===== src/hw/rtl/ddwg_pkg.sv =====
// ----------------------------------------------------------------------------
// Dual DAC wave generator package
// Shared widths, register offsets, field codes and types.
// ----------------------------------------------------------------------------
package ddwg_pkg;

    localparam int SAMPLE_BITS    = 12;
    localparam int LEVEL_BITS     = SAMPLE_BITS + 1;
    localparam int LEFT_SHIFT     = 16 - SAMPLE_BITS;
    localparam int AMP_BITS       = 4;
    localparam int WAVE_BITS      = 2;
    localparam int OFFSET_BITS    = 10;
    localparam int WORD_BITS      = 32;
    localparam int HOLD_COUNT     = 9;
    localparam int HOLD_IDX_BITS  = $clog2(HOLD_COUNT);
    localparam int CFG_INDEX_BITS = 3;
    localparam int CFG_DATA_BITS  = AMP_BITS;

    typedef logic [SAMPLE_BITS-1:0] sample_t;
    typedef logic [LEVEL_BITS-1:0]  level_t;
    typedef logic [AMP_BITS-1:0]    amp_t;
    typedef logic [WAVE_BITS-1:0]   wave_t;
    typedef logic [OFFSET_BITS-1:0] offset_t;
    typedef logic [WORD_BITS-1:0]   word_t;

    localparam sample_t SAMPLE_MASK = '1;
    localparam sample_t NOISE_RESET = SAMPLE_BITS'(12'hAAA);
    localparam amp_t    AMP_MAX     = AMP_BITS'(SAMPLE_BITS - 1);

    localparam logic ACT_READ  = 1'b0;
    localparam logic ACT_WRITE = 1'b1;

    localparam wave_t WAVE_NONE  = 2'd0;
    localparam wave_t WAVE_NOISE = 2'd1;
    localparam wave_t WAVE_TRI   = 2'd2;

    localparam offset_t OFF_CTRL       = 10'h000;
    localparam offset_t OFF_TRIG       = 10'h004;
    localparam offset_t OFF_HOLD_FIRST = 10'h008;
    localparam offset_t OFF_HOLD_LAST  = 10'h028;
    localparam offset_t OFF_OUT_A      = 10'h02C;
    localparam offset_t OFF_OUT_B      = 10'h030;

    localparam int CTRL_TEN_A_BIT = 2;
    localparam int CTRL_WAVE_A_LO = 6;
    localparam int CTRL_AMP_A_LO  = 8;
    localparam int CTRL_TEN_B_BIT = 18;
    localparam int CTRL_WAVE_B_LO = 22;
    localparam int CTRL_AMP_B_LO  = 24;

    typedef enum logic [HOLD_IDX_BITS-1:0] {
        HOLD_12R_A,
        HOLD_12L_A,
        HOLD_8R_A,
        HOLD_12R_B,
        HOLD_12L_B,
        HOLD_8R_B,
        HOLD_12R_D,
        HOLD_12L_D,
        HOLD_8R_D
    } hold_sel_t;

    typedef enum logic [CFG_INDEX_BITS-1:0] {
        CFG_TEN_A,
        CFG_WAVE_A,
        CFG_AMP_A,
        CFG_TEN_B,
        CFG_WAVE_B,
        CFG_AMP_B
    } cfg_sel_t;

    typedef struct packed {
        sample_t count;
        logic    rising;
    } tri_t;

endpackage


===== src/hw/rtl/ddwg_req_if.sv =====
// ----------------------------------------------------------------------------
// Bus access channel
// Valid/ready channel carrying one register read or write.
// ----------------------------------------------------------------------------
interface ddwg_req_if;

    logic              valid;
    logic              ready;
    logic              action;
    ddwg_pkg::offset_t reg_offset;
    ddwg_pkg::word_t   write_data;

    modport source (
        output valid,
        output action,
        output reg_offset,
        output write_data,
        input  ready
    );

    modport sink (
        input  valid,
        input  action,
        input  reg_offset,
        input  write_data,
        output ready
    );

endinterface


===== src/hw/rtl/ddwg_rsp_if.sv =====
// ----------------------------------------------------------------------------
// Access result channel
// Valid/ready channel carrying read data, error flag and both DAC levels.
// ----------------------------------------------------------------------------
interface ddwg_rsp_if;

    logic             valid;
    logic             ready;
    ddwg_pkg::word_t  read_data;
    logic             bad_access;
    ddwg_pkg::level_t level_a;
    ddwg_pkg::level_t level_b;

    modport source (
        output valid,
        output read_data,
        output bad_access,
        output level_a,
        output level_b,
        input  ready
    );

    modport sink (
        input  valid,
        input  read_data,
        input  bad_access,
        input  level_a,
        input  level_b,
        output ready
    );

endinterface


===== src/hw/rtl/dual_dac_wave_generator_unit.sv =====
// ----------------------------------------------------------------------------
// Dual DAC wave generator
// Two-channel DAC register block with triangle and noise wave generation.
// ----------------------------------------------------------------------------
// Usage:
//   req carries one bus access (action, reg_offset, write_data); rsp returns
//   read_data, bad_access and the two output levels after that access.
//   Each access is decoded and applied in the cycle it is accepted; the
//   result register holds its response, visible in the cycle after the
//   transfer. Throughput is one access per cycle while rsp.ready stays
//   high, set by the single result register.
//   req.ready is high while the result register is empty or being taken,
//   so a stalled receiver stops new transfers only once a result waits.
//   The cfg_wr_en/cfg_index/cfg_wr_data port writes the channel trigger
//   enable, wave mode and amplitude fields, with no wait.
//   rst_n clears all registers at once but the result data and error
//   flag: holding words, data and outputs to zero, noise register to
//   0xAAA, triangle counters at zero counting up, no result pending.
// ----------------------------------------------------------------------------
module dual_dac_wave_generator_unit (
    input  logic                                   clk,
    input  logic                                   rst_n,
    ddwg_req_if.sink                               req,
    ddwg_rsp_if.source                             rsp,
    input  logic                                   cfg_wr_en,
    input  logic [ddwg_pkg::CFG_INDEX_BITS-1:0]    cfg_index,
    input  logic [ddwg_pkg::CFG_DATA_BITS-1:0]     cfg_wr_data
);

    logic                ten_a_reg, ten_a_next;
    logic                ten_b_reg, ten_b_next;
    ddwg_pkg::wave_t     wave_a_reg, wave_a_next;
    ddwg_pkg::wave_t     wave_b_reg, wave_b_next;
    ddwg_pkg::amp_t      amp_a_reg, amp_a_next;
    ddwg_pkg::amp_t      amp_b_reg, amp_b_next;

    ddwg_pkg::word_t     hold_reg [ddwg_pkg::HOLD_COUNT];
    ddwg_pkg::sample_t   data_a_reg, data_a_next;
    ddwg_pkg::sample_t   data_b_reg, data_b_next;
    ddwg_pkg::level_t    out_a_reg, out_a_next;
    ddwg_pkg::level_t    out_b_reg, out_b_next;
    logic [1:0]          soft_reg, soft_next;
    ddwg_pkg::sample_t   noise_reg, noise_next;
    ddwg_pkg::tri_t      tri_a_reg, tri_a_next;
    ddwg_pkg::tri_t      tri_b_reg, tri_b_next;

    logic                rsp_valid_reg;
    ddwg_pkg::word_t     rsp_data_reg, rsp_data_next;
    logic                rsp_bad_reg, rsp_bad_next;

    logic                acc;
    logic                is_wr;
    ddwg_pkg::offset_t   off;
    ddwg_pkg::word_t     val;
    ddwg_pkg::offset_t   hold_rel;
    logic                hold_hit;
    logic [ddwg_pkg::HOLD_IDX_BITS-1:0] hold_idx;
    ddwg_pkg::hold_sel_t hold_sel;

    ddwg_pkg::amp_t      amp_a_c, amp_b_c;
    ddwg_pkg::sample_t   mask_a, mask_b;
    logic                fire_a, fire_b;
    logic                tri_on_a, tri_on_b;
    logic                noise_on_a, noise_on_b;
    ddwg_pkg::sample_t   add_a, add_b;
    ddwg_pkg::word_t     ctrl_word;

    logic                set_a, set_b;
    ddwg_pkg::sample_t   set_a_val, set_b_val;

    function automatic ddwg_pkg::sample_t noise_step(input ddwg_pkg::sample_t v);
        logic chain;
        logic fb;
        chain = v[0];
        for (int i = 1; i < ddwg_pkg::SAMPLE_BITS; i++)
        begin
            chain = ~(chain | v[i]);
        end
        fb = v[0] ^ v[1] ^ v[4] ^ v[6] ^ chain;
        return {fb, v[ddwg_pkg::SAMPLE_BITS-1:1]};
    endfunction

    function automatic ddwg_pkg::tri_t tri_step(input ddwg_pkg::tri_t t,
                                                input ddwg_pkg::sample_t peak);
        ddwg_pkg::tri_t r;
        r.rising = t.rising;
        r.count  = t.rising ? t.count + 1'b1 : t.count - 1'b1;
        if (r.count >= peak)
        begin
            r.rising = 1'b0;
        end
        if (r.count == '0)
        begin
            r.rising = 1'b1;
        end
        return r;
    endfunction

    assign req.ready = !rsp_valid_reg || rsp.ready;
    assign acc       = req.valid && req.ready;
    assign is_wr     = (req.action == ddwg_pkg::ACT_WRITE);
    assign off       = req.reg_offset;
    assign val       = req.write_data;

    assign hold_rel  = off - ddwg_pkg::OFF_HOLD_FIRST;
    assign hold_hit  = (off >= ddwg_pkg::OFF_HOLD_FIRST) && (off <= ddwg_pkg::OFF_HOLD_LAST)
                       && (off[1:0] == 2'b00);
    assign hold_idx  = hold_rel[ddwg_pkg::HOLD_IDX_BITS+1:2];
    assign hold_sel  = ddwg_pkg::hold_sel_t'(hold_idx);

    assign amp_a_c   = (amp_a_reg > ddwg_pkg::AMP_MAX) ? ddwg_pkg::AMP_MAX : amp_a_reg;
    assign amp_b_c   = (amp_b_reg > ddwg_pkg::AMP_MAX) ? ddwg_pkg::AMP_MAX : amp_b_reg;
    assign mask_a    = ddwg_pkg::SAMPLE_MASK >> (ddwg_pkg::AMP_MAX - amp_a_c);
    assign mask_b    = ddwg_pkg::SAMPLE_MASK >> (ddwg_pkg::AMP_MAX - amp_b_c);

    assign fire_a     = val[0] && ten_a_reg;
    assign fire_b     = val[1] && ten_b_reg;
    assign tri_on_a   = fire_a && (wave_a_reg >= ddwg_pkg::WAVE_TRI);
    assign tri_on_b   = fire_b && (wave_b_reg >= ddwg_pkg::WAVE_TRI);
    assign noise_on_a = fire_a && (wave_a_reg == ddwg_pkg::WAVE_NOISE);
    assign noise_on_b = fire_b && (wave_b_reg == ddwg_pkg::WAVE_NOISE);
    assign add_a      = tri_on_a   ? tri_a_reg.count :
                        noise_on_a ? (noise_reg & mask_a) : '0;
    assign add_b      = tri_on_b   ? tri_b_reg.count :
                        noise_on_b ? (noise_reg & mask_b) : '0;

    always_comb
    begin
        ctrl_word = '0;
        ctrl_word[ddwg_pkg::CTRL_TEN_A_BIT] = ten_a_reg;
        ctrl_word[ddwg_pkg::CTRL_WAVE_A_LO +: ddwg_pkg::WAVE_BITS] = wave_a_reg;
        ctrl_word[ddwg_pkg::CTRL_AMP_A_LO +: ddwg_pkg::AMP_BITS] = amp_a_reg;
        ctrl_word[ddwg_pkg::CTRL_TEN_B_BIT] = ten_b_reg;
        ctrl_word[ddwg_pkg::CTRL_WAVE_B_LO +: ddwg_pkg::WAVE_BITS] = wave_b_reg;
        ctrl_word[ddwg_pkg::CTRL_AMP_B_LO +: ddwg_pkg::AMP_BITS] = amp_b_reg;
    end

    // Decode holding register writes into per-channel data loads.
    always_comb
    begin
        set_a     = 1'b0;
        set_b     = 1'b0;
        set_a_val = val[ddwg_pkg::SAMPLE_BITS-1:0];
        set_b_val = val[ddwg_pkg::SAMPLE_BITS-1:0];
        case (hold_sel)
            ddwg_pkg::HOLD_12R_A:
            begin
                set_a = 1'b1;
            end
            ddwg_pkg::HOLD_12L_A:
            begin
                set_a     = 1'b1;
                set_a_val = val[ddwg_pkg::LEFT_SHIFT +: ddwg_pkg::SAMPLE_BITS];
            end
            ddwg_pkg::HOLD_8R_A:
            begin
                set_a     = 1'b1;
                set_a_val = ddwg_pkg::SAMPLE_BITS'(val[7:0]);
            end
            ddwg_pkg::HOLD_12R_B:
            begin
                set_b = 1'b1;
            end
            ddwg_pkg::HOLD_12L_B:
            begin
                set_b     = 1'b1;
                set_b_val = val[ddwg_pkg::LEFT_SHIFT +: ddwg_pkg::SAMPLE_BITS];
            end
            ddwg_pkg::HOLD_8R_B:
            begin
                set_b     = 1'b1;
                set_b_val = ddwg_pkg::SAMPLE_BITS'(val[7:0]);
            end
            ddwg_pkg::HOLD_12R_D:
            begin
                set_a     = 1'b1;
                set_b     = 1'b1;
                set_b_val = val[16 +: ddwg_pkg::SAMPLE_BITS];
            end
            ddwg_pkg::HOLD_12L_D:
            begin
                set_a     = 1'b1;
                set_b     = 1'b1;
                set_a_val = val[ddwg_pkg::LEFT_SHIFT +: ddwg_pkg::SAMPLE_BITS];
                set_b_val = val[16 + ddwg_pkg::LEFT_SHIFT +: ddwg_pkg::SAMPLE_BITS];
            end
            ddwg_pkg::HOLD_8R_D:
            begin
                set_a     = 1'b1;
                set_b     = 1'b1;
                set_a_val = ddwg_pkg::SAMPLE_BITS'(val[7:0]);
                set_b_val = ddwg_pkg::SAMPLE_BITS'(val[15:8]);
            end
            default:
            begin
                set_a = 1'b0;
                set_b = 1'b0;
            end
        endcase
    end

    always_comb
    begin
        ten_a_next    = ten_a_reg;
        ten_b_next    = ten_b_reg;
        wave_a_next   = wave_a_reg;
        wave_b_next   = wave_b_reg;
        amp_a_next    = amp_a_reg;
        amp_b_next    = amp_b_reg;
        data_a_next   = data_a_reg;
        data_b_next   = data_b_reg;
        out_a_next    = out_a_reg;
        out_b_next    = out_b_reg;
        soft_next     = soft_reg;
        noise_next    = noise_reg;
        tri_a_next    = tri_a_reg;
        tri_b_next    = tri_b_reg;
        rsp_data_next = '0;
        rsp_bad_next  = 1'b0;

        if (cfg_wr_en)
        begin
            case (ddwg_pkg::cfg_sel_t'(cfg_index))
                ddwg_pkg::CFG_TEN_A:  ten_a_next  = cfg_wr_data[0];
                ddwg_pkg::CFG_WAVE_A: wave_a_next = cfg_wr_data[ddwg_pkg::WAVE_BITS-1:0];
                ddwg_pkg::CFG_AMP_A:  amp_a_next  = cfg_wr_data;
                ddwg_pkg::CFG_TEN_B:  ten_b_next  = cfg_wr_data[0];
                ddwg_pkg::CFG_WAVE_B: wave_b_next = cfg_wr_data[ddwg_pkg::WAVE_BITS-1:0];
                ddwg_pkg::CFG_AMP_B:  amp_b_next  = cfg_wr_data;
                default:              ten_a_next  = ten_a_reg;
            endcase
        end

        if (acc)
        begin
            if (hold_hit)
            begin
                if (is_wr)
                begin
                    if (set_a)
                    begin
                        data_a_next = set_a_val;
                        if (!ten_a_reg)
                        begin
                            out_a_next = {1'b0, set_a_val};
                        end
                    end
                    if (set_b)
                    begin
                        data_b_next = set_b_val;
                        if (!ten_b_reg)
                        begin
                            out_b_next = {1'b0, set_b_val};
                        end
                    end
                end
                else
                begin
                    rsp_data_next = hold_reg[hold_idx];
                end
            end
            else if (off == ddwg_pkg::OFF_CTRL)
            begin
                if (is_wr)
                begin
                    ten_a_next  = val[ddwg_pkg::CTRL_TEN_A_BIT];
                    wave_a_next = val[ddwg_pkg::CTRL_WAVE_A_LO +: ddwg_pkg::WAVE_BITS];
                    amp_a_next  = val[ddwg_pkg::CTRL_AMP_A_LO +: ddwg_pkg::AMP_BITS];
                    ten_b_next  = val[ddwg_pkg::CTRL_TEN_B_BIT];
                    wave_b_next = val[ddwg_pkg::CTRL_WAVE_B_LO +: ddwg_pkg::WAVE_BITS];
                    amp_b_next  = val[ddwg_pkg::CTRL_AMP_B_LO +: ddwg_pkg::AMP_BITS];
                end
                else
                begin
                    rsp_data_next = ctrl_word;
                end
            end
            else if (off == ddwg_pkg::OFF_TRIG)
            begin
                if (is_wr)
                begin
                    soft_next = val[1:0] & ~{fire_b, fire_a};
                    if (val[0])
                    begin
                        out_a_next = {1'b0, data_a_reg} + {1'b0, add_a};
                    end
                    if (val[1])
                    begin
                        out_b_next = {1'b0, data_b_reg} + {1'b0, add_b};
                    end
                    if (tri_on_a)
                    begin
                        tri_a_next = tri_step(tri_a_reg, mask_a);
                    end
                    if (tri_on_b)
                    begin
                        tri_b_next = tri_step(tri_b_reg, mask_b);
                    end
                    if (noise_on_a || noise_on_b)
                    begin
                        noise_next = noise_step(noise_reg);
                    end
                end
                else
                begin
                    rsp_data_next = ddwg_pkg::WORD_BITS'(soft_reg);
                end
            end
            else if ((off == ddwg_pkg::OFF_OUT_A) || (off == ddwg_pkg::OFF_OUT_B))
            begin
                if (is_wr)
                begin
                    rsp_bad_next = 1'b1;
                end
                else
                begin
                    rsp_data_next = (off == ddwg_pkg::OFF_OUT_A) ?
                                    ddwg_pkg::WORD_BITS'(out_a_reg) :
                                    ddwg_pkg::WORD_BITS'(out_b_reg);
                end
            end
            else
            begin
                rsp_bad_next = 1'b1;
            end
        end
    end

    always_ff @(posedge clk or negedge rst_n)
    begin
        if (!rst_n)
        begin
            for (int i = 0; i < ddwg_pkg::HOLD_COUNT; i++)
            begin
                hold_reg[i] <= '0;
            end
        end
        else if (acc && is_wr && hold_hit)
        begin
            hold_reg[hold_idx] <= val;
        end
    end

    always_ff @(posedge clk or negedge rst_n)
    begin
        if (!rst_n)
        begin
            ten_a_reg     <= 1'b0;
            ten_b_reg     <= 1'b0;
            wave_a_reg    <= ddwg_pkg::WAVE_NONE;
            wave_b_reg    <= ddwg_pkg::WAVE_NONE;
            amp_a_reg     <= '0;
            amp_b_reg     <= '0;
            data_a_reg    <= '0;
            data_b_reg    <= '0;
            out_a_reg     <= '0;
            out_b_reg     <= '0;
            soft_reg      <= '0;
            noise_reg     <= ddwg_pkg::NOISE_RESET;
            tri_a_reg     <= '{count: '0, rising: 1'b1};
            tri_b_reg     <= '{count: '0, rising: 1'b1};
            rsp_valid_reg <= 1'b0;
        end
        else
        begin
            ten_a_reg     <= ten_a_next;
            ten_b_reg     <= ten_b_next;
            wave_a_reg    <= wave_a_next;
            wave_b_reg    <= wave_b_next;
            amp_a_reg     <= amp_a_next;
            amp_b_reg     <= amp_b_next;
            data_a_reg    <= data_a_next;
            data_b_reg    <= data_b_next;
            out_a_reg     <= out_a_next;
            out_b_reg     <= out_b_next;
            soft_reg      <= soft_next;
            noise_reg     <= noise_next;
            tri_a_reg     <= tri_a_next;
            tri_b_reg     <= tri_b_next;
            if (acc)
            begin
                rsp_valid_reg <= 1'b1;
            end
            else if (rsp.ready)
            begin
                rsp_valid_reg <= 1'b0;
            end
        end
    end

    always_ff @(posedge clk)
    begin
        if (acc)
        begin
            rsp_data_reg <= rsp_data_next;
            rsp_bad_reg  <= rsp_bad_next;
        end
    end

    assign rsp.valid      = rsp_valid_reg;
    assign rsp.read_data  = rsp_data_reg;
    assign rsp.bad_access = rsp_bad_reg;
    assign rsp.level_a    = out_a_reg;
    assign rsp.level_b    = out_b_reg;

    a_accept_gives_result: assert property (@(posedge clk) disable iff (!rst_n)
        acc |=> rsp.valid)
        else $error("accepted access produced no result");

    a_ready_when_empty: assert property (@(posedge clk) disable iff (!rst_n)
        !rsp_valid_reg |-> req.ready)
        else $error("input stalled with empty result register");

    a_levels_hold: assert property (@(posedge clk) disable iff (!rst_n)
        !acc |=> ($stable(out_a_reg) && $stable(out_b_reg)))
        else $error("output level changed without an access");

    a_noise_only_on_trigger: assert property (@(posedge clk) disable iff (!rst_n)
        !(acc && is_wr && (off == ddwg_pkg::OFF_TRIG)) |=> $stable(noise_reg))
        else $error("noise register advanced outside a trigger write");

    a_trigger_clears: assert property (@(posedge clk) disable iff (!rst_n)
        (acc && is_wr && (off == ddwg_pkg::OFF_TRIG) && val[0] && ten_a_reg)
        |=> !soft_reg[0])
        else $error("channel A trigger bit not cleared after firing");

endmodule

===== src/flat_wrapper.sv =====
// flat-port wrapper written by rule: the top's interface ports become plain ports
module dual_dac_wave_generator_unit_flat 
  (clk, rst_n, cfg_wr_en, cfg_index, cfg_wr_data, req_valid, req_action, req_reg_offset, req_write_data, req_ready, rsp_valid, rsp_read_data, rsp_bad_access, rsp_level_a, rsp_level_b, rsp_ready);
  ddwg_req_if req_i ();
  ddwg_rsp_if rsp_i ();
  input  logic clk;
  input  logic rst_n;
  input  logic cfg_wr_en;
  input  logic [ddwg_pkg::CFG_INDEX_BITS-1:0] cfg_index;
  input  logic [ddwg_pkg::CFG_DATA_BITS-1:0] cfg_wr_data;
  input wire logic [$bits(req_i.valid)-1:0] req_valid;
  input wire logic [$bits(req_i.action)-1:0] req_action;
  input wire logic [$bits(req_i.reg_offset)-1:0] req_reg_offset;
  input wire logic [$bits(req_i.write_data)-1:0] req_write_data;
  output wire logic [$bits(req_i.ready)-1:0] req_ready;
  output wire logic [$bits(rsp_i.valid)-1:0] rsp_valid;
  output wire logic [$bits(rsp_i.read_data)-1:0] rsp_read_data;
  output wire logic [$bits(rsp_i.bad_access)-1:0] rsp_bad_access;
  output wire logic [$bits(rsp_i.level_a)-1:0] rsp_level_a;
  output wire logic [$bits(rsp_i.level_b)-1:0] rsp_level_b;
  input wire logic [$bits(rsp_i.ready)-1:0] rsp_ready;
  assign req_i.valid = req_valid;
  assign req_i.action = req_action;
  assign req_i.reg_offset = req_reg_offset;
  assign req_i.write_data = req_write_data;
  assign req_ready = req_i.ready;
  assign rsp_valid = rsp_i.valid;
  assign rsp_read_data = rsp_i.read_data;
  assign rsp_bad_access = rsp_i.bad_access;
  assign rsp_level_a = rsp_i.level_a;
  assign rsp_level_b = rsp_i.level_b;
  assign rsp_i.ready = rsp_ready;
  dual_dac_wave_generator_unit u_core (.clk(clk), .rst_n(rst_n), .req(req_i), .rsp(rsp_i), .cfg_wr_en(cfg_wr_en), .cfg_index(cfg_index), .cfg_wr_data(cfg_wr_data));
endmodule

===== config.mk =====
export PLATFORM = sky130hd
export DESIGN_NAME = dual_dac_wave_generator_unit_flat
export DESIGN_NICKNAME = d
export VERILOG_FILES = /design/src/hw/rtl/ddwg_pkg.sv /design/src/hw/rtl/ddwg_req_if.sv /design/src/hw/rtl/ddwg_rsp_if.sv /design/src/hw/rtl/dual_dac_wave_generator_unit.sv /design/src/flat_wrapper.sv
export SDC_FILE = /design/constraint.sdc
export NUM_CORES = 1
export LEC_CHECK = 0
export BUFFER_PORTS_ARGS = -buffer_cell sky130_fd_sc_hd__buf_4
export CELL_PAD_IN_SITES_DETAIL_PLACEMENT = 1
export CELL_PAD_IN_SITES_GLOBAL_PLACEMENT = 1
export CORE_ASPECT_RATIO = 0.8
export CORE_MARGIN = 1
export CORE_UTILIZATION = 54
export DETAILED_ROUTE_END_ITERATION = 6
export PLACE_DENSITY_LB_ADDON = 0.1
export SLEW_MARGIN = 20
export SYNTH_ARGS = -nofsm -noshare
export SYNTH_HDL_FRONTEND = slang
export SYNTH_SLANG_ARGS = --single-unit
export TNS_END_PERCENT = 20

===== constraint.sdc =====
create_clock -name clk -period 8.7 [get_ports clk]
set_input_delay 0.87 -clock clk [delete_from_list [all_inputs] [get_ports clk]]
set_output_delay 0.87 -clock clk [all_outputs]
set_load 0.03 [all_outputs]

==> results.yml, run 1 <==
status:
  status: "complete, no violations"
floorplan:
  die_x_um: 231.2
  dieArea_um2: 42870
  io_pins: 116
  dieHeight_um: 185.4
  placementRows: 66
  core_um2: 41040
  initial_utilization: 0.5531
flow_run:
  drv_cap: 0
final_layout:
  nNetsFinal: 2146
  final_core_util: 0.6214
  layout_commonest_cell: "dfrtp_1"
  drive_above_1_share: 0.2347
  largest_reg_flops: 288
  layout_common_cells: "dfrtp_1 (385), nand2_1 (206), mux2_2 (172)"
  area_delta_synth_final_pct: 12.35
  final_area_um2: 25500
sta:
  hold-worst-slack_ns: 0.3589
  clock.fmax_ghz: 0.1936
  period_needed_ns: 5.165
  worst_pin_slew_ns: 1.094
  tns_ns: 0
  slew_violations: 0
  fin_skew_ns: 0.01952
  slew_headroom: 0.2708
  finalHoldViolations: 0
  setup_viol: 0
  rsz0062_at_grt: "no"
  fin_crit_sh: 0.5936
critical_path:
  crit_fanout: 45
  required_ns: 9.14
  worstSetupPathType: "input pin to flop"
  cp.depth: 9
  crit_path_end: "u_core.hold_reg[222]"
  cp_num_buf_inv: 4
  arrival_ns: 5.60
  reg2reg_slack_ns: 4.16
  max_stage_delay_ns: 0.75
  critPathCaptureType: "flop"
  path_cells: "buf_4 > clkinv_1 > ha_2 > xnor2_2 > buf_4 > nand3_1 > nor3_4 > buf_4 > mux2_1"
  start_kind: "input pin"
  cp-startpoint: "req_reg_offset[3]"
  rr_startpoint: "u_core.wave_b_reg[1]"
  slowest_stage: "nor3_4"
  r2r-end: "u_core.rsp.level_b[11]"
  cp_common_cell: "buf_4"
  path_delay_family: "buffers and inverters"
  r2r_cells: 11
yosys:
  avgSynthCellArea_um2: 11.51
  synth-xor-area-share: 0.01543
  async_flop_share: 0.9225
  postSynthCellCount: 1972
  synthFlopType: "dfrtp_1"
  synth_edf_count: 33
  synth.area.mux_share: 0.2401
  synthSimpleGateAreaFrac: 0.09254
  ys_types: 73
  synth_top_family_by_area: "multiplexers"
  synth_adder_area_share: 0.04376
  synth-compound-area-share: 0.09872
  synth-seq-area-share: 0.4773
  yosys_register_bits: 426
  ys_warn_count: 0
  syn_area_um2: 22700
cts:
  postCtsSetupRepairBufs: 0
  clk-insertion-delay-late_ns: 0.57
  ctsHoldBuffers: 0
  cts_resized: 0
  clkTransAtPathRegs_ns: 0.06
  root_buffer: "clkbuf_16"
  cts_max_level: 2
  clock_path_buffers: 3
  cts.sinks: 426
  cts_tree: "yes"
  numCtsBuffers: 44
power_and_ir_drop:
  power.density_nw_per_um2: 175.7
  p_sw_mw: 1.186
  total_power_mw: 4.480
  p_clk_frac: 0.436
  leakage_nw: 12.44
  swShare: 0.2647
  power_frac_seq: 0.465
  power_frac_comb: 0.098
  internal_power_mw: 3.294
  vdd_drop_max_mv: 0.1610
global_routing:
  grt_first_pass_wirelength_mm: 113.7
  antenna_found_initial: 4
  grt_max_degree: 177
  globalRouteOverflowTotal: 0
  grt_usage: 0.3540
  grt_pass1_vias: 18110
min_path:
  min_path_type: "input pin to asynchronous set/reset pin"
drt:
  final_antenna_net_count: 0
  avgRoutedWirePerCell_um: 28.54
  dr.pass1.iters: 5
  initialDrtViolationCount: 1498
  drc: 0
  routed-via-count: 17130
  routed_wl_mm: 74.10
  viasPerCell: 6.598
placed_design:
  dpl.hpwl_mm: 49.28
  postPlaceCellArea_um2: 24000
  io_buffers: 115
  place_congestion: 0.9305
-- per-layer routing --
layer	GRT usage	wire length (um)	vias to the layer above
li1	-	-	7241
met1	0.4988	32610	9040
met2	0.5431	33410	683
met3	0.07512	5486	160
met4	0.1229	2565	4
met5	0	23	-
-- worst min-delay path by stage --
| stage | startpoint | cells after the start | endpoint |
|---|---|---|---|
| CTS | rst_n | 1 | u_core.rsp.level_b[6] |
| finish | rst_n | 1 | u_core.tri_a_reg[11] |
| detailed placement | u_core.hold_reg[272] | 1 | u_core.hold_reg[272] |
| floorplan | u_core.soft_reg[0] | 2 | u_core.soft_reg[0] |
| global route | rst_n | 1 | u_core.tri_a_reg[11] |
| global placement | u_core.hold_reg[260] | 1 | u_core.hold_reg[260] |
-- synth_stat cells (31+ instances only) --
cell,instances,share of area
mux2_1,144,0.071
mux2_2,172,0.085
mux4_2,64,0.063
clkbuf_1,98,0.016
nand3_1,49,0.011
mux2i_1,45,0.020
edfxtp_1,33,0.044
nor2_1,110,0.018
a21oi_1,94,0.021
inv_1,36,0.0060
nand2_1,207,0.034
a22oi_1,34,0.011
o21ai_0,85,0.019
ha_1,73,0.040
buf_2,31,0.0068
dfrtp_1,385,0.42
-- worst reg2reg max path, cell delays in order (launching register included) --
cell and delay, ns:
dfrtp_1 0.41, and4b_1 0.40, inv_1 0.22, o31ai_1 0.89
ha_1 0.39, a211oi_1 0.42, o21ai_0 0.28, a31oi_1 0.37
o21ai_0 0.19, xor2_1 0.16, o21ai_0 0.50, o21ai_0 0.15
-- layout make-up --
cell class / instances / area, um2
Clock buffer: 65 / 1291
Fill cell: 4120 / 15540
Clock inverter: 16 / 190.2
Multi-Input combinational cell: 1365 / 11260
Sequential cell: 426 / 10840
Inverter: 37 / 138.9
Antenna cell: 3 / 7.507
Timing Repair Buffer: 140 / 1102
Tap cell: 544 / 680.7
-- power groups by stage --
stage	clock, mW	combinational, mW	sequential (mW)
after floorplan	0	0.246	2.10
after global routing	2.05	0.474	2.09
after CTS	1.98	0.433	2.08
after detailed placement	0	0.429	2.12
after global placement	0	0.412	2.12
final	1.95	0.441	2.09
-- stage by stage --
step / setup WS (ns) / cells
global route: 3.404 / 2594
global placement: 3.300 / 2510
CTS: 3.610 / 2593
detailed placement: 3.082 / 2512
finish: 3.535 / 2596
floorplan: 5.282 / 1973
-- logic make-up after synthesis --
logic type | count (synthesis)
compound gates | 354
xor+xnor | 40
fa+ha+maj | 77
buf+inv | 182
flops | 426
mux | 425
other cells | 1
simple gates | 467
(Power assumes the default switching activity.)
==> run 2, diff against run 1 <==
--- a/config.mk
+++ b/config.mk
@@ -10,7 +10,7 @@
 export CELL_PAD_IN_SITES_GLOBAL_PLACEMENT = 1
 export CORE_ASPECT_RATIO = 0.8
 export CORE_MARGIN = 1
-export CORE_UTILIZATION = 54
+export CORE_UTILIZATION = 45
 export DETAILED_ROUTE_END_ITERATION = 6
 export PLACE_DENSITY_LB_ADDON = 0.1
 export SLEW_MARGIN = 20
==> constraint.sdc (replaced) <==
create_clock -name clk -period 4.6 [get_ports clk]
set_input_delay 0.46 -clock clk [delete_from_list [all_inputs] [get_ports clk]]
set_output_delay 0.46 -clock clk [all_outputs]
set_load 0.03 [all_outputs]
==> results.yml, run 2 (synthesized netlist as in run 1, its figures left out) <==
cts:
  cts_max_level: 2
  cts_resized: 0
  postCtsSetupRepairBufs: 0
  cts.sinks: 426
  clk-insertion-delay-late_ns: 0.59
  clock_path_buffers: 3
  root_buffer: "clkbuf_16"
  numCtsBuffers: 44
  clkTransAtPathRegs_ns: 0.06
  cts_tree: "yes"
global_routing:
  grt_pass1_vias: 17430
  globalRouteOverflowTotal: 0
  grt_max_degree: 130
  grt_first_pass_wirelength_mm: 112.4
  grt_usage: 0.2940
  antenna_found_initial: 5
sta:
  slew_headroom: 0.2162
  tns_ns: 0
  fin_skew_ns: 0.009228
  slew_violations: 0
  clock.fmax_ghz: 0.2620
  setup_viol: 0
  fin_crit_sh: 0.8297
  finalHoldViolations: 0
  worst_pin_slew_ns: 1.176
  rsz0062_at_grt: "no"
  period_needed_ns: 3.816
critical_path:
  slowest_stage: "dfstp_2"
  reg2reg_slack_ns: 0.78
  path_cells: "inv_1 > ha_1 > or2_2 > o211ai_1 > nand3b_1 > a31oi_1 > o22ai_1 > a31oi_1 > inv_1 > ha_1 > nand4_1 > a21oi_1 > a21oi_1 > nand2_1 > a31o_2 > a21oi_1 > a41o_1"
  crit_fanout: 11
  critPathCaptureType: "flop"
  r2r_cells: 17
  path_delay_family: "compound AO/OA/AOI/OAI gates"
  start_kind: "flop"
  max_stage_delay_ns: 0.57
  r2r-end: "u_core.tri_b_reg[0]"
  rr_startpoint: "u_core.tri_b_reg[0]"
  arrival_ns: 4.33
  cp_num_buf_inv: 2
  cp_common_cell: "a21oi_1"
  worstSetupPathType: "flop to flop"
  cp-startpoint: "u_core.tri_b_reg[0]"
  required_ns: 5.12
drt:
  dr.pass1.iters: 5
  drc: 0
  viasPerCell: 6.068
  routed_wl_mm: 73.38
  final_antenna_net_count: 0
  initialDrtViolationCount: 1298
  avgRoutedWirePerCell_um: 26.76
  routed-via-count: 16640
floorplan:
  io_pins: 116
  dieArea_um2: 51350
  initial_utilization: 0.4560
  core_um2: 49780
  die_x_um: 253.1
  placementRows: 73
  dieHeight_um: 202.9
final_layout:
  area_delta_synth_final_pct: 13.42
  final_core_util: 0.5172
  largest_reg_flops: 288
  layout.area.seq_um2: 10840
  layout_commonest_cell: "dfrtp_1"
  drive_above_1_share: 0.2350
  multi_input_area_um2: 11240
  fill_cells: 5185
  nNetsFinal: 2161
  stdcell_count: 2742
  layout_common_cells: "dfrtp_1 (385), nand2_1 (207), mux2_2 (172)"
placed_design:
  placed_cells: 2657
  place_congestion: 0.9150
  dpl.hpwl_mm: 50.33
  io_buffers: 115
power_and_ir_drop:
  leakage_nw: 12.49
  power.density_nw_per_um2: 327.2
  vdd_drop_max_mv: 0.2538
min_path:
  hp-start: "req_valid"
  min_path_type: "input pin to flop"
  hold_depth: 2
  holdPathEnd: "u_core.rsp.valid"
flow_run:
  drv_cap: 0
status:
  status: "complete, no violations"
## run 2: cell types whose count changed in the layout (fill, tap and decap cells not counted), moves of 2 or more
cell and delta:
inv_6 -2, buf_12 +4, inv_16 +2, buf_4 +12, clkinv_1 +5, clkbuf_1 +4, clkinv_2 -6
## run 2: report_power, final
part           total (mW)  leakage (nW)  switching [mW]  internal (mW)
logic               0.849          6.06           0.584          0.266
clock network        3.63         0.704            1.56           2.07
registers            3.94          5.73          0.0925           3.85
total                8.42          12.5            2.24           6.19
## run 2: worst max-delay path by stage
stage,endpoint,slack (ns),depth (start not counted)
4_1_cts,u_core.tri_b_reg[0],0.78,17
5_1_grt,u_core.tri_b_reg[0],0.48,16
2_1_floorplan,u_core.tri_b_reg[0],1.35,17
6_report,u_core.tri_b_reg[0],0.78,17
3_3_place_gp,u_core.tri_b_reg[0],0.93,16
3_5_place_dp,u_core.tri_b_reg[0],0.80,17
## run 2: layout make-up
class	instances	area share
tap	675	0.03280
clock buffer	69	0.05073
multi-input combinational	1365	0.4366
clock inverter	12	0.005200
sequential	426	0.4208
inverter	37	0.005394
antenna	3	0.0002916
timing repair buffer	155	0.04816
## run 2: what timing repair did
action | CTS | global route
setup endpoints to repair | 0 | 0
hold buffers | 1 | 0
endpoints found under the hold margin | 90 | 0
## run 2: per-stage QoR
stage                     hold WS, ns  power (mW)  instance area, um2  setup slack (ns)
after floorplan                0.1644       4.443               22700             1.355
after global placement         0.4614       4.819               24290            0.9283
after detailed placement       0.4686       4.846               24290            0.8045
after CTS                     0.07669       8.499               25740            0.7752
after global routing           0.1080       8.711               25740            0.4764
final                         0.09790       8.424               25750            0.7835
## run 2: routing by layer
layer,up-vias,track usage,wire (um)
li1,7317,-,-
met1,8791,0.4387,34970
met2,427,0.4386,32500
met3,101,0.04808,4047
met4,2,0.08745,1847
met5,-,0,12
## run 2: worst register-to-register path, cell delays in order, from the launching register on
cell      delay [ns]
dfstp_2         0.57
inv_1           0.20
ha_1            0.32
or2_2           0.31
o211ai_1        0.25
nand3b_1        0.12
a31oi_1         0.30
o22ai_1         0.14
a31oi_1         0.28
inv_1           0.08
ha_1            0.29
nand4_1         0.09
a21oi_1         0.20
a21oi_1         0.10
nand2_1         0.09
a31o_2          0.10
a21oi_1         0.06
a41o_1          0.23
